--- config.mk ---
export PLATFORM = sky130hd
export DESIGN_NAME = one_shot_timer_bank
export DESIGN_NICKNAME = d
export VERILOG_FILES = /design/src/hw/rtl/ostb_pkg.sv /design/src/hw/rtl/ostb_store.sv /design/src/hw/rtl/one_shot_timer_bank.sv
export SDC_FILE = /design/constraint.sdc
export NUM_CORES = 2
export LEC_CHECK = 0
export BUFFER_PORTS_ARGS = -buffer_cell sky130_fd_sc_hd__buf_4
export CORE_MARGIN = 5
export CORE_UTILIZATION = 61
export CTS_BUF_LIST = sky130_fd_sc_hd__clkbuf_8
export DETAILED_ROUTE_END_ITERATION = 8
export PLACE_DENSITY = 0.81
export SLEW_MARGIN = 5
export SYNTH_ARGS = -nofsm -noshare
export SYNTH_HDL_FRONTEND = slang
export SYNTH_SLANG_ARGS = --single-unit
--- constraint.sdc ---
create_clock -name clk -period 10.6 [get_ports clk]
set_clock_uncertainty 0.05 [all_clocks]
set_input_delay 1.06 -clock clk [delete_from_list [all_inputs] [get_ports clk]]
set_output_delay 1.06 -clock clk [all_outputs]
set_load 0.005 [all_outputs]
--- src/hw/rtl/ostb_pkg.sv ---
`timescale 1ns / 1ps

package ostb_pkg;

  // Operation codes carried on in_tuser
  typedef enum logic [2:0] {
    OP_TICK  = 3'd0,
    OP_ARM   = 3'd1,
    OP_QUERY = 3'd2,
    OP_KILL  = 3'd3,
    OP_CLEAR = 3'd4,
    OP_READ  = 3'd5
  } ostb_op_t;

  // Query answers
  typedef enum logic [1:0] {
    TS_IDLE    = 2'd0,
    TS_RUNNING = 2'd1,
    TS_EXPIRED = 2'd2
  } ostb_status_t;

  // Sequencer states
  typedef enum logic [2:0] {
    ST_IDLE,
    ST_WALK,
    ST_DRAIN,
    ST_QRY,
    ST_RD,
    ST_DONE
  } ostb_state_t;

  localparam logic [31:0] DOWN_IDLE  = 32'hFFFF_FFFF;
  localparam logic [31:0] DOWN_MAXARM = 32'hFFFF_FFFE;
  localparam logic [15:0] UP_SAT     = 16'hFFFF;

endpackage

--- src/hw/rtl/ostb_store.sv ---
`timescale 1ns / 1ps

// Single-port-write, single-port-read memory with a registered read.
// Entries never written since reset read back as InitVal.
module ostb_store #(
  parameter int          Depth   = 32,
  parameter int          Width   = 32,
  parameter logic [31:0] InitVal = 32'hFFFF_FFFF
) (
  input  logic                                 clk,
  input  logic                                 rst_n,
  input  logic                                 we,
  input  logic [((Depth > 1) ? $clog2(Depth) : 1)-1:0] waddr,
  input  logic [Width-1:0]                     wdata,
  input  logic                                 re,
  input  logic [((Depth > 1) ? $clog2(Depth) : 1)-1:0] raddr,
  output logic [Width-1:0]                     rdata
);

  logic [Width-1:0] mem [Depth];
  logic [Depth-1:0] vld_r;
  logic [Width-1:0] data_r;
  logic             hit_r;

  // Write the array
  always_ff @(posedge clk) begin
    if (we) begin
      mem[waddr] <= wdata;
    end
  end

  // Track written entries
  always_ff @(posedge clk) begin
    if (!rst_n) begin
      vld_r <= '0;
    end else if (we) begin
      vld_r[waddr] <= 1'b1;
    end
  end

  // Register the read
  always_ff @(posedge clk) begin
    if (re) begin
      data_r <= mem[raddr];
      hit_r  <= vld_r[raddr];
    end
  end

  // Substitute reset value for untouched entries
  assign rdata = hit_r ? data_r : InitVal[Width-1:0];

endmodule

--- src/hw/rtl/one_shot_timer_bank.sv ---
`timescale 1ns / 1ps

// Channel | Direction | Ports                        | Contents
// in      | slave     | in_tvalid/tready/tdata/tuser | tdata: slot, delay_ticks; tuser: op
// out     | master    | out_tvalid/tready/tdata      | tdata: timer_status, elapsed_count
//
// One operation at a time; every transaction in gives one transaction out.
// Tick walks both timer memories in parallel through their single read and write
// ports. Query and read of a valid slot add one memory read state (ST_QRY, ST_RD);
// all other operations but tick go straight to ST_DONE.
// Synchronous active-low reset marks every timer untouched, so it reads idle
// or saturated; no clearing pass is needed. While the output is stalled one
// more operation is accepted and runs; its result waits in ST_DONE and no
// further transaction is accepted until the output register frees.
module one_shot_timer_bank
  import ostb_pkg::*;
#(
  parameter int NUM_DOWN_TIMERS = 32,
  parameter int NUM_UP_TIMERS   = 8
) (
  input  logic        clk,
  input  logic        rst_n,
  input  logic        in_tvalid,
  output logic        in_tready,
  input  logic [39:0] in_tdata,   // [4:0] slot, [36:5] delay_ticks, [39:37] zero
  input  logic [2:0]  in_tuser,   // [2:0] op
  output logic        out_tvalid,
  input  logic        out_tready,
  output logic [23:0] out_tdata   // [1:0] timer_status, [17:2] elapsed_count, [23:18] zero
);

  localparam int DA      = (NUM_DOWN_TIMERS > 1) ? $clog2(NUM_DOWN_TIMERS) : 1;
  localparam int UA      = (NUM_UP_TIMERS > 1) ? $clog2(NUM_UP_TIMERS) : 1;
  localparam int WalkLen = (NUM_DOWN_TIMERS > NUM_UP_TIMERS) ? NUM_DOWN_TIMERS
                                                             : NUM_UP_TIMERS;
  localparam int IW      = (WalkLen > 1) ? $clog2(WalkLen) : 1;

  localparam logic [5:0]    DnLim   = NUM_DOWN_TIMERS[5:0];
  localparam logic [5:0]    UpLim   = NUM_UP_TIMERS[5:0];
  localparam logic [IW:0]   DnCnt   = NUM_DOWN_TIMERS[IW:0];
  localparam logic [IW:0]   UpCnt   = NUM_UP_TIMERS[IW:0];
  localparam logic [IW-1:0] WalkEnd = IW'(WalkLen - 1);

  // Unpack input
  logic [4:0]  in_slot;
  logic [31:0] in_delay;
  ostb_op_t    in_op;
  logic        in_acc;
  logic        in_dn_ok;
  logic        in_up_ok;

  assign in_slot  = in_tdata[4:0];
  assign in_delay = in_tdata[36:5];
  assign in_op    = ostb_op_t'(in_tuser);
  assign in_acc   = in_tvalid && in_tready;
  assign in_dn_ok = {1'b0, in_slot} < DnLim;
  assign in_up_ok = {1'b0, in_slot} < UpLim;

  // Sequencer state
  ostb_state_t    state_r, state_nxt;
  logic [IW-1:0]  idx_r, idx_nxt;
  logic [4:0]     slot_r, slot_nxt;
  logic [1:0]     res_status_r, res_status_nxt;
  logic [15:0]    res_elapsed_r, res_elapsed_nxt;
  logic           dn_pend_r, dn_pend_nxt;
  logic [DA-1:0]  dn_pa_r, dn_pa_nxt;
  logic           up_pend_r, up_pend_nxt;
  logic [UA-1:0]  up_pa_r, up_pa_nxt;
  logic           out_tvalid_r, out_tvalid_nxt;
  logic [23:0]    out_tdata_r, out_tdata_nxt;

  // Memory ports
  logic           dn_we, dn_re, up_we, up_re;
  logic [DA-1:0]  dn_waddr, dn_raddr;
  logic [UA-1:0]  up_waddr, up_raddr;
  logic [31:0]    dn_wdata, dn_rdata;
  logic [15:0]    up_wdata, up_rdata;
  logic           walk_dn, walk_up;

  ostb_store #(
    .Depth  (NUM_DOWN_TIMERS),
    .Width  (32),
    .InitVal(DOWN_IDLE)
  ) u_down (
    .clk  (clk),
    .rst_n(rst_n),
    .we   (dn_we),
    .waddr(dn_waddr),
    .wdata(dn_wdata),
    .re   (dn_re),
    .raddr(dn_raddr),
    .rdata(dn_rdata)
  );

  ostb_store #(
    .Depth  (NUM_UP_TIMERS),
    .Width  (16),
    .InitVal({16'h0000, UP_SAT})
  ) u_up (
    .clk  (clk),
    .rst_n(rst_n),
    .we   (up_we),
    .waddr(up_waddr),
    .wdata(up_wdata),
    .re   (up_re),
    .raddr(up_raddr),
    .rdata(up_rdata)
  );

  assign in_tready  = (state_r == ST_IDLE);
  assign out_tvalid = out_tvalid_r;
  assign out_tdata  = out_tdata_r;

  assign walk_dn = ({1'b0, idx_r} < DnCnt);
  assign walk_up = ({1'b0, idx_r} < UpCnt);

  // Hold control and payload registers
  always_ff @(posedge clk) begin
    if (!rst_n) begin
      state_r      <= ST_IDLE;
      dn_pend_r    <= 1'b0;
      up_pend_r    <= 1'b0;
      out_tvalid_r <= 1'b0;
      idx_r        <= '0;
    end else begin
      state_r      <= state_nxt;
      dn_pend_r    <= dn_pend_nxt;
      up_pend_r    <= up_pend_nxt;
      out_tvalid_r <= out_tvalid_nxt;
      idx_r        <= idx_nxt;
    end
  end

  always_ff @(posedge clk) begin
    slot_r        <= slot_nxt;
    res_status_r  <= res_status_nxt;
    res_elapsed_r <= res_elapsed_nxt;
    dn_pa_r       <= dn_pa_nxt;
    up_pa_r       <= up_pa_nxt;
    out_tdata_r   <= out_tdata_nxt;
  end

  // Next state, memory accesses and result
  always_comb begin
    state_nxt       = state_r;
    idx_nxt         = idx_r;
    slot_nxt        = slot_r;
    res_status_nxt  = res_status_r;
    res_elapsed_nxt = res_elapsed_r;
    dn_pend_nxt     = 1'b0;
    dn_pa_nxt       = dn_pa_r;
    up_pend_nxt     = 1'b0;
    up_pa_nxt       = up_pa_r;
    out_tvalid_nxt  = out_tvalid_r;
    out_tdata_nxt   = out_tdata_r;

    dn_we    = 1'b0;
    dn_waddr = slot_r[DA-1:0];
    dn_wdata = DOWN_IDLE;
    dn_re    = 1'b0;
    dn_raddr = in_slot[DA-1:0];
    up_we    = 1'b0;
    up_waddr = in_slot[UA-1:0];
    up_wdata = 16'h0000;
    up_re    = 1'b0;
    up_raddr = in_slot[UA-1:0];

    // Drop the result once taken
    if (out_tvalid_r && out_tready) begin
      out_tvalid_nxt = 1'b0;
    end

    // Write back ticked entries from the previous read
    if (dn_pend_r && dn_rdata != DOWN_IDLE && dn_rdata != 32'd0) begin
      dn_we    = 1'b1;
      dn_waddr = dn_pa_r;
      dn_wdata = dn_rdata - 32'd1;
    end
    if (up_pend_r && up_rdata != UP_SAT) begin
      up_we    = 1'b1;
      up_waddr = up_pa_r;
      up_wdata = up_rdata + 16'd1;
    end

    case (state_r)
      ST_IDLE: begin
        if (in_acc) begin
          slot_nxt        = in_slot;
          res_status_nxt  = TS_IDLE;
          res_elapsed_nxt = 16'd0;
          idx_nxt         = '0;
          state_nxt       = ST_DONE;
          case (in_op)
            OP_TICK: begin
              state_nxt = ST_WALK;
            end
            OP_ARM: begin
              if (in_dn_ok) begin
                dn_we    = 1'b1;
                dn_waddr = in_slot[DA-1:0];
                dn_wdata = (in_delay == DOWN_IDLE) ? DOWN_MAXARM : in_delay;
              end
            end
            OP_QUERY: begin
              if (in_dn_ok) begin
                dn_re     = 1'b1;
                state_nxt = ST_QRY;
              end
            end
            OP_KILL: begin
              if (in_dn_ok) begin
                dn_we    = 1'b1;
                dn_waddr = in_slot[DA-1:0];
                dn_wdata = DOWN_IDLE;
              end
            end
            OP_CLEAR: begin
              if (in_up_ok) begin
                up_we    = 1'b1;
                up_waddr = in_slot[UA-1:0];
                up_wdata = 16'd0;
              end
            end
            OP_READ: begin
              if (in_up_ok) begin
                up_re     = 1'b1;
                state_nxt = ST_RD;
              end else begin
                res_elapsed_nxt = UP_SAT;
              end
            end
            default: begin
            end
          endcase
        end
      end

      // Issue one read per cycle to each memory still in range; write back uses the registered read
      ST_WALK: begin
        dn_re       = walk_dn;
        dn_raddr    = idx_r[DA-1:0];
        up_re       = walk_up;
        up_raddr    = idx_r[UA-1:0];
        dn_pend_nxt = walk_dn;
        dn_pa_nxt   = idx_r[DA-1:0];
        up_pend_nxt = walk_up;
        up_pa_nxt   = idx_r[UA-1:0];
        if (idx_r == WalkEnd) begin
          state_nxt = ST_DRAIN;
        end else begin
          idx_nxt = idx_r + IW'(1);
        end
      end

      ST_DRAIN: begin
        state_nxt = ST_DONE;
      end

      // Classify the timer; an expired one returns to idle
      ST_QRY: begin
        if (dn_rdata == DOWN_IDLE) begin
          res_status_nxt = TS_IDLE;
        end else if (dn_rdata != 32'd0) begin
          res_status_nxt = TS_RUNNING;
        end else begin
          res_status_nxt = TS_EXPIRED;
          dn_we          = 1'b1;
          dn_waddr       = slot_r[DA-1:0];
          dn_wdata       = DOWN_IDLE;
        end
        state_nxt = ST_DONE;
      end

      ST_RD: begin
        res_elapsed_nxt = up_rdata;
        state_nxt       = ST_DONE;
      end

      // Present the result when the output register is free
      ST_DONE: begin
        if (!out_tvalid_r || out_tready) begin
          out_tvalid_nxt = 1'b1;
          out_tdata_nxt  = {6'd0, res_elapsed_r, res_status_r};
          state_nxt      = ST_IDLE;
        end
      end

      default: begin
        state_nxt = ST_IDLE;
      end
    endcase
  end

endmodule
# Word-level counts from Yosys, hierarchy flattened
# Memories as Yosys holds them, arrays and structs flattened. A register that Yosys moved wholly into a read port is not among the register bits.
# Cells that the tools add are included.
word_totals:
  regBits: 102
  ramBits: 1152
  in_bits: 47
  out_inout_bits: 26
  wordCells: 151
  n_memories: 2
memory_table:
  columns: ["name", "depth", "word_bits", "read_ports", "rd_clocked_by_memory_dff", "write_ports", "line_no", "text"]
  rows:
  - ["u_down.mem", 32, 32, 1, 1, 1, "ostb_store.sv:20", "logic [Width-1:0] mem [Depth];"]
  - ["u_up.mem", 8, 16, 1, 1, 1, "ostb_store.sv:20", null]
classes:
  add_sub_neg: 3
  order_cmp: 8
  eq_ne: 19
  muxes: 78
  bitwise: 2
  n_reduce_logical: 24
ops:
  columns: ["operator", "n"]
  rows:
  - ["32-bit 2-to-1 mux", 6]
  - ["16-bit 2-to-1 mux", 9]
  - ["32-bit case mux with 2 select lines", 2]
  - ["32-bit equality test (second input constant)", 2]
  - ["5-bit 2-to-1 mux", 8]
  - ["32-bit inequality test (second input constant)", 1]
  - ["32-bit OR", 1]
  - ["16-bit case mux with 2 select lines", 1]
  - ["32-bit nonzero test", 1]
  - ["32-bit by 1-bit subtractor with 32-bit output (second input constant)", 1]
  - ["1-bit 2-to-1 mux", 28]
  - ["3-bit 2-to-1 mux", 9]
  - ["5-bit case mux with 2 select lines", 2]
  - ["16-bit by 1-bit adder with 16-bit output (second input constant)", 1]
  - ["16-bit inequality test (second input constant)", 1]
  - ["3-bit by 2-bit equality test with 1-bit output (second input constant)", 4]
  - ["3-bit equality test (second input constant)", 4]
  - ["5-bit by 6-bit less-than comparator with 1-bit output (second input constant)", 2]
  - ["3-bit case mux with 4 select lines", 1]
  - ["5-bit by 4-bit less-than comparator with 1-bit output (second input constant)", 2]
  - ["2-bit AND reduction", 5]
  - ["3-bit case mux with 3 select lines", 1]
  - ["3-bit by 4-bit less-than comparator with 1-bit output (second input constant)", 2]
  - ["8-bit OR", 1]
  - ["other kinds (22)", 39]

# Logic depth before layout (Yosys ltp)
depth:
  word_depth: 13
  ltp_mapped: 15
  ltp_nobuf: 11

# Hierarchy
# From an unflattened synthesis, not the netlist that was laid out.
hier_totals:
  hier_cells: 3085
  area_unflattened_um2: 52086.2
by_module_without_submodules:
  columns: ["mod", "n_inst", "cells_each", "area_per_inst_um2", "seq_area_each_um2"]
  rows:
  - ["ostb_store (u_down)", 1, 2402, 42286.8, 32381.1]
  - ["ostb_store (u_up)", 1, 248, 5875.6, 4514.3]
  - ["one_shot_timer_bank", 1, 435, 3923.8, 1601.5]

# Worst setup path after synthesis
# Ideal clock, no wire load.
synth_timing:
  path_type: "register to register"
  startpoint: "reg u_down.hit_r"
  endpoint: "mem u_down.mem[13][0] (enable)"
  setup_time_ns: 0.421
  t_arrival_ns: 4.740
  required_time_ns: 10.129
  slack_ns: 5.389
  path_stages_with_launch: 15
  n_path_buf: 4
  synth_period_minus_slack_ns: 5.211
  path_cell_list: "edfxtp_1 -> buf_2 -> inv_1 -> buf_1 -> nor2_1 -> ha_1 -> or3b_4 -> or4_4 -> or3_1 -> buf_2 -> a31oi_1 -> a21oi_1 -> or3b_4 -> buf_6 -> nor2_1"
synth_via:
  elab_chain_cells: 10
  elab_cells_between_ends: 20
  cone_classes: "eq/ne (2); mux (15); reduce/logical (3)"
synth_rtl:
  columns: ["item", "line_no", "text"]
  rows:
  - ["start: declaration", "ostb_store.sv:23", "logic hit_r;"]
  - ["start signal: assignment", "ostb_store.sv:45", "hit_r <= vld_r[raddr];"]
  - ["32-bit 2-to-1 mux *", "ostb_store.sv:50", "assign rdata = hit_r ? data_r : InitVal[Width-1:0];"]
  - ["32-bit inequality test", "one_shot_timer_bank.sv:174", "if (dn_pend_r && dn_rdata != DOWN_IDLE && dn_rdata != 32'd0) begin"]
  - ["1-bit logical AND (2 in series)", "one_shot_timer_bank.sv:174", null]
  - ["1-bit 2-to-1 mux", "one_shot_timer_bank.sv:174", null]
  - ["1-bit 2-to-1 mux (on tied branches)", null, null]
  - ["1-bit 2-to-1 mux (on tied branches)", "one_shot_timer_bank.sv:261, one_shot_timer_bank.sv:187", null]
  - ["1-bit case mux with 2 select lines", "one_shot_timer_bank.sv:185", "case (state_r)"]
  - ["1-bit 2-to-1 mux", "ostb_store.sv:27", "if (we) begin"]
  - ["1-bit 2-to-1 mux (implied by the code)", "ostb_store.sv:28", "mem[waddr] <= wdata;"]
  - ["end: declaration", "ostb_store.sv:20", null]
# Mark *: on every way between the ends. The rest lies on a longest branch, timed or not.

# Worst setup path in the final report
layout_timing:
  startpoint: "reg u_down.hit_r"
  endpoint: "mem u_down.mem[10][20] (enable)"
# Same word-level chain as after synthesis.

==> flow_metrics.tcl <==
set metrics [dict create \
    drc 0 \
    hp-class "reg2reg" \
    worst-slew-pin-transition_ps 1370 \
    coreArea_mm2 0.0836 \
    ys_ff_latch 1299 \
    avgViaCountPerCell 6.64 \
    postCtsHoldBufs 0 \
    synth_top_area_cell "edfxtp_1" \
    die_w_um 300 \
    multi_input_area_mm2 0.0125 \
    min_period_ps 6420 \
    cts_tree "yes" \
    synth.area.top_cells "edfxtp_1, mux4_2, nand2_1" \
    clkLatencyLatePin_ps 890 \
    crit_chain "inv_1 > nor2_1 > ha_1 > or3b_4 > or4_4 > nor3_2 > o21ai_0 > a21oi_1 > nand3_1 > nor2_4 > buf_4" \
    drive_above_1_share_pct 23.5 \
    synth_area_per_cell_um2 17.9 \
    wl_per_cell_um 28.0 \
    critPathMaxStageDelay_ps 930 \
    drv_slew 0 \
    cts_buffers 191 \
    wl_mm 120 \
    synth_top_area_share_pct 72.9 \
    synth.cell_area_mm2 0.0514 \
    cts_setup_buffers 0 \
    grt_overflow 0 \
    synthTopCellsByCount "edfxtp_1, nand2_1, mux4_2" \
    required_ps 11040 \
    yosysUniqueCellTypes 60 \
    synth_edf_count 1248 \
    crit_buf_inv 2 \
    rows 106 \
    die_h_um 300 \
    cp.arrival_ps 6860 \
    final_antenna_net_count 0 \
    register_area_mm2 0.0385 \
    vias 28500 \
    fin_nets 3108 \
    ctsLongestPathBuffers 3 \
    period_share_pct 60.6 \
    crit_type "reg2reg" \
    antenna_found_initial 6 \
    setup_viol 0 \
    crit_fanout 21 \
    worstSetupEndpointType "flop" \
    reg2regPathDepth 11 \
    cts.repair.resized 0 \
    track_usage_pct 26.7 \
    gp_congestion 0.942 \
    postSynthCellCount 2873 \
    fmax_mhz 156 \
    clk_pin_slew_ps 60 \
    fill_cells 4944 \
    htree_levels 4 \
    ys.flop_type "edfxtp_1" \
    area.growth.synth_to_final_pct 11.3 \
    vdd_drop_max_uv 150 \
    design_area_mm2 0.0572 \
    rsz0062_at_grt "false" \
    async_flop_share_pct 0 \
    io_pins 73 \
    power.density_mw_per_mm2 200 \
    whs_ps 370 \
    drtIter0Drc 3862 \
    grt_max_degree 137 \
    hold_violations 0 \
    clockRootBuffer "clkbuf_8" \
    cp.depth 11 \
    crit_slowest_cell "nand3_1" \
    p_leak_nw 19.2 \
    dieArea_mm2 0.0901 \
    grt_pass1_wl_mm 178 \
    tns_ps 0 \
    io_buffer_count 63 \
    start_util_pct 61.5 \
    dp_hpwl_mm 65.4 \
    placed_area_mm2 0.0535 \
    drtPass1Iterations 8 \
    yosysSeqAreaShare_pct 74.9 \
    yosysMostFrequentCell "edfxtp_1" \
    ys_warn_count 0 \
    cts_sinks 1299 \
    grt_pass1_vias 28900 \
    relSlewSlack_pct 7.76 \
    whs_path_depth 0 \
    drv_cap 0 \
    status "completed" \
    crit_family "simple AND/OR/NAND/NOR gates" \
    startpoint_type "flop" \
]
sequential cells by signal, indices dropped and copies added (netlist names):
signal and flops:
out_tvalid 1, u_up.mem 128, idx_r 5, dn_pend_r 1, u_down.vld_r 32, out_tdata 18, u_down.data_r 32, u_down.mem 1024
res_status_r 2, u_down.hit_r 1, res_elapsed_r 16, u_up.hit_r 1, up_pend_r 1, slot_r 5, dn_pa_r 5, state_r 3
u_up.data_r 16, u_up.vld_r 8
per-layer routing:
metal	vias to the layer above	GRT usage [%]	share of wire [%]
li1	11700	-	-
met1	14400	35.9	35
met2	2069	42.4	49
met3	317	7.60	13
met4	2	10.4	3.6
met5	-	0	0.011
placed cells by master, fill, tap and decap left out, drive strengths merged, types with 3 or more instances in the layout:
master and count:
edfxtp 1248, nand2 420, mux4 298, clkbuf 196, nand3 190, buf 145
nor2 139, o21ai 88, clkinv 74, inv 71, dfxtp 51, a21oi 40
nand4 26, xnor2 23, nor3 19, nor2b 12, xor2 12, o22a 12
nor4 11, mux2i 10, bufinv 9, a31oi 9, o21a 8, nand3b 7
diode 6, and3 6, nor3b 6, a22o 6, conb 6, nand2b 5
or3 5, ha 5, or4 5, a21o 3, nor4b 3, and2 3
clkinvlp 3, or3b 3, mux2 3
final timing paths:
kind / start / endpoint / slack (ps)
worst min register to register: res_elapsed_r[8] / out_tdata[10] / 370
worst max register to register: u_down.hit_r / u_down.mem[10][20] / 4180
worst max-delay path: u_down.hit_r / u_down.mem[10][20] / 4180
worst min-delay path: res_elapsed_r[8] / out_tdata[10] / 370
power breakdown:
group | total [mW] | switching, mW | internal [mW]
registers | 5.96 | 0.103 | 5.85
clock network | 3.84 | 1.89 | 1.96
logic | 1.64 | 1.01 | 0.634
kinds of logic after synthesis:
group                    Yosys count  share of synthesized area (%)
flip-flops                      1299                           74.9
AND/OR/NAND/NOR                  865                           7.44
multiplexers                     311                           13.3
AO/OA/AOI/OAI                    183                           2.15
buffers and inverters            174                           1.43
XOR/XNOR                          35                          0.597
adder cells (fa/ha/maj)            5                          0.122
other                              1                        0.00730
area by class of cell:
class	count	share of cell area, %
tap	1080	2.36
clock buffer	196	4.72
sequential	1299	67.3
timing repair buffer	145	1.95
antenna	6	0.0262
inverter	14	0.0919
multi-input combinational	1405	21.9
clock inverter	143	1.66
metrics by stage:
stage | setup WS [ps] | power, mW | std cells | utilization [%]
after detailed placement | 4290 | 7.68 | 3943 | 64.1
final | 4180 | 11.4 | 4288 | 68.5
after global routing | 3810 | 11.9 | 4284 | 68.4
after CTS | 4260 | 11.5 | 4282 | 68.4
after global placement | 4540 | 7.61 | 3943 | 64.1
after floorplan | 5390 | 7.18 | 2878 | -
Note: power is estimated with default switching activity, not from simulation.
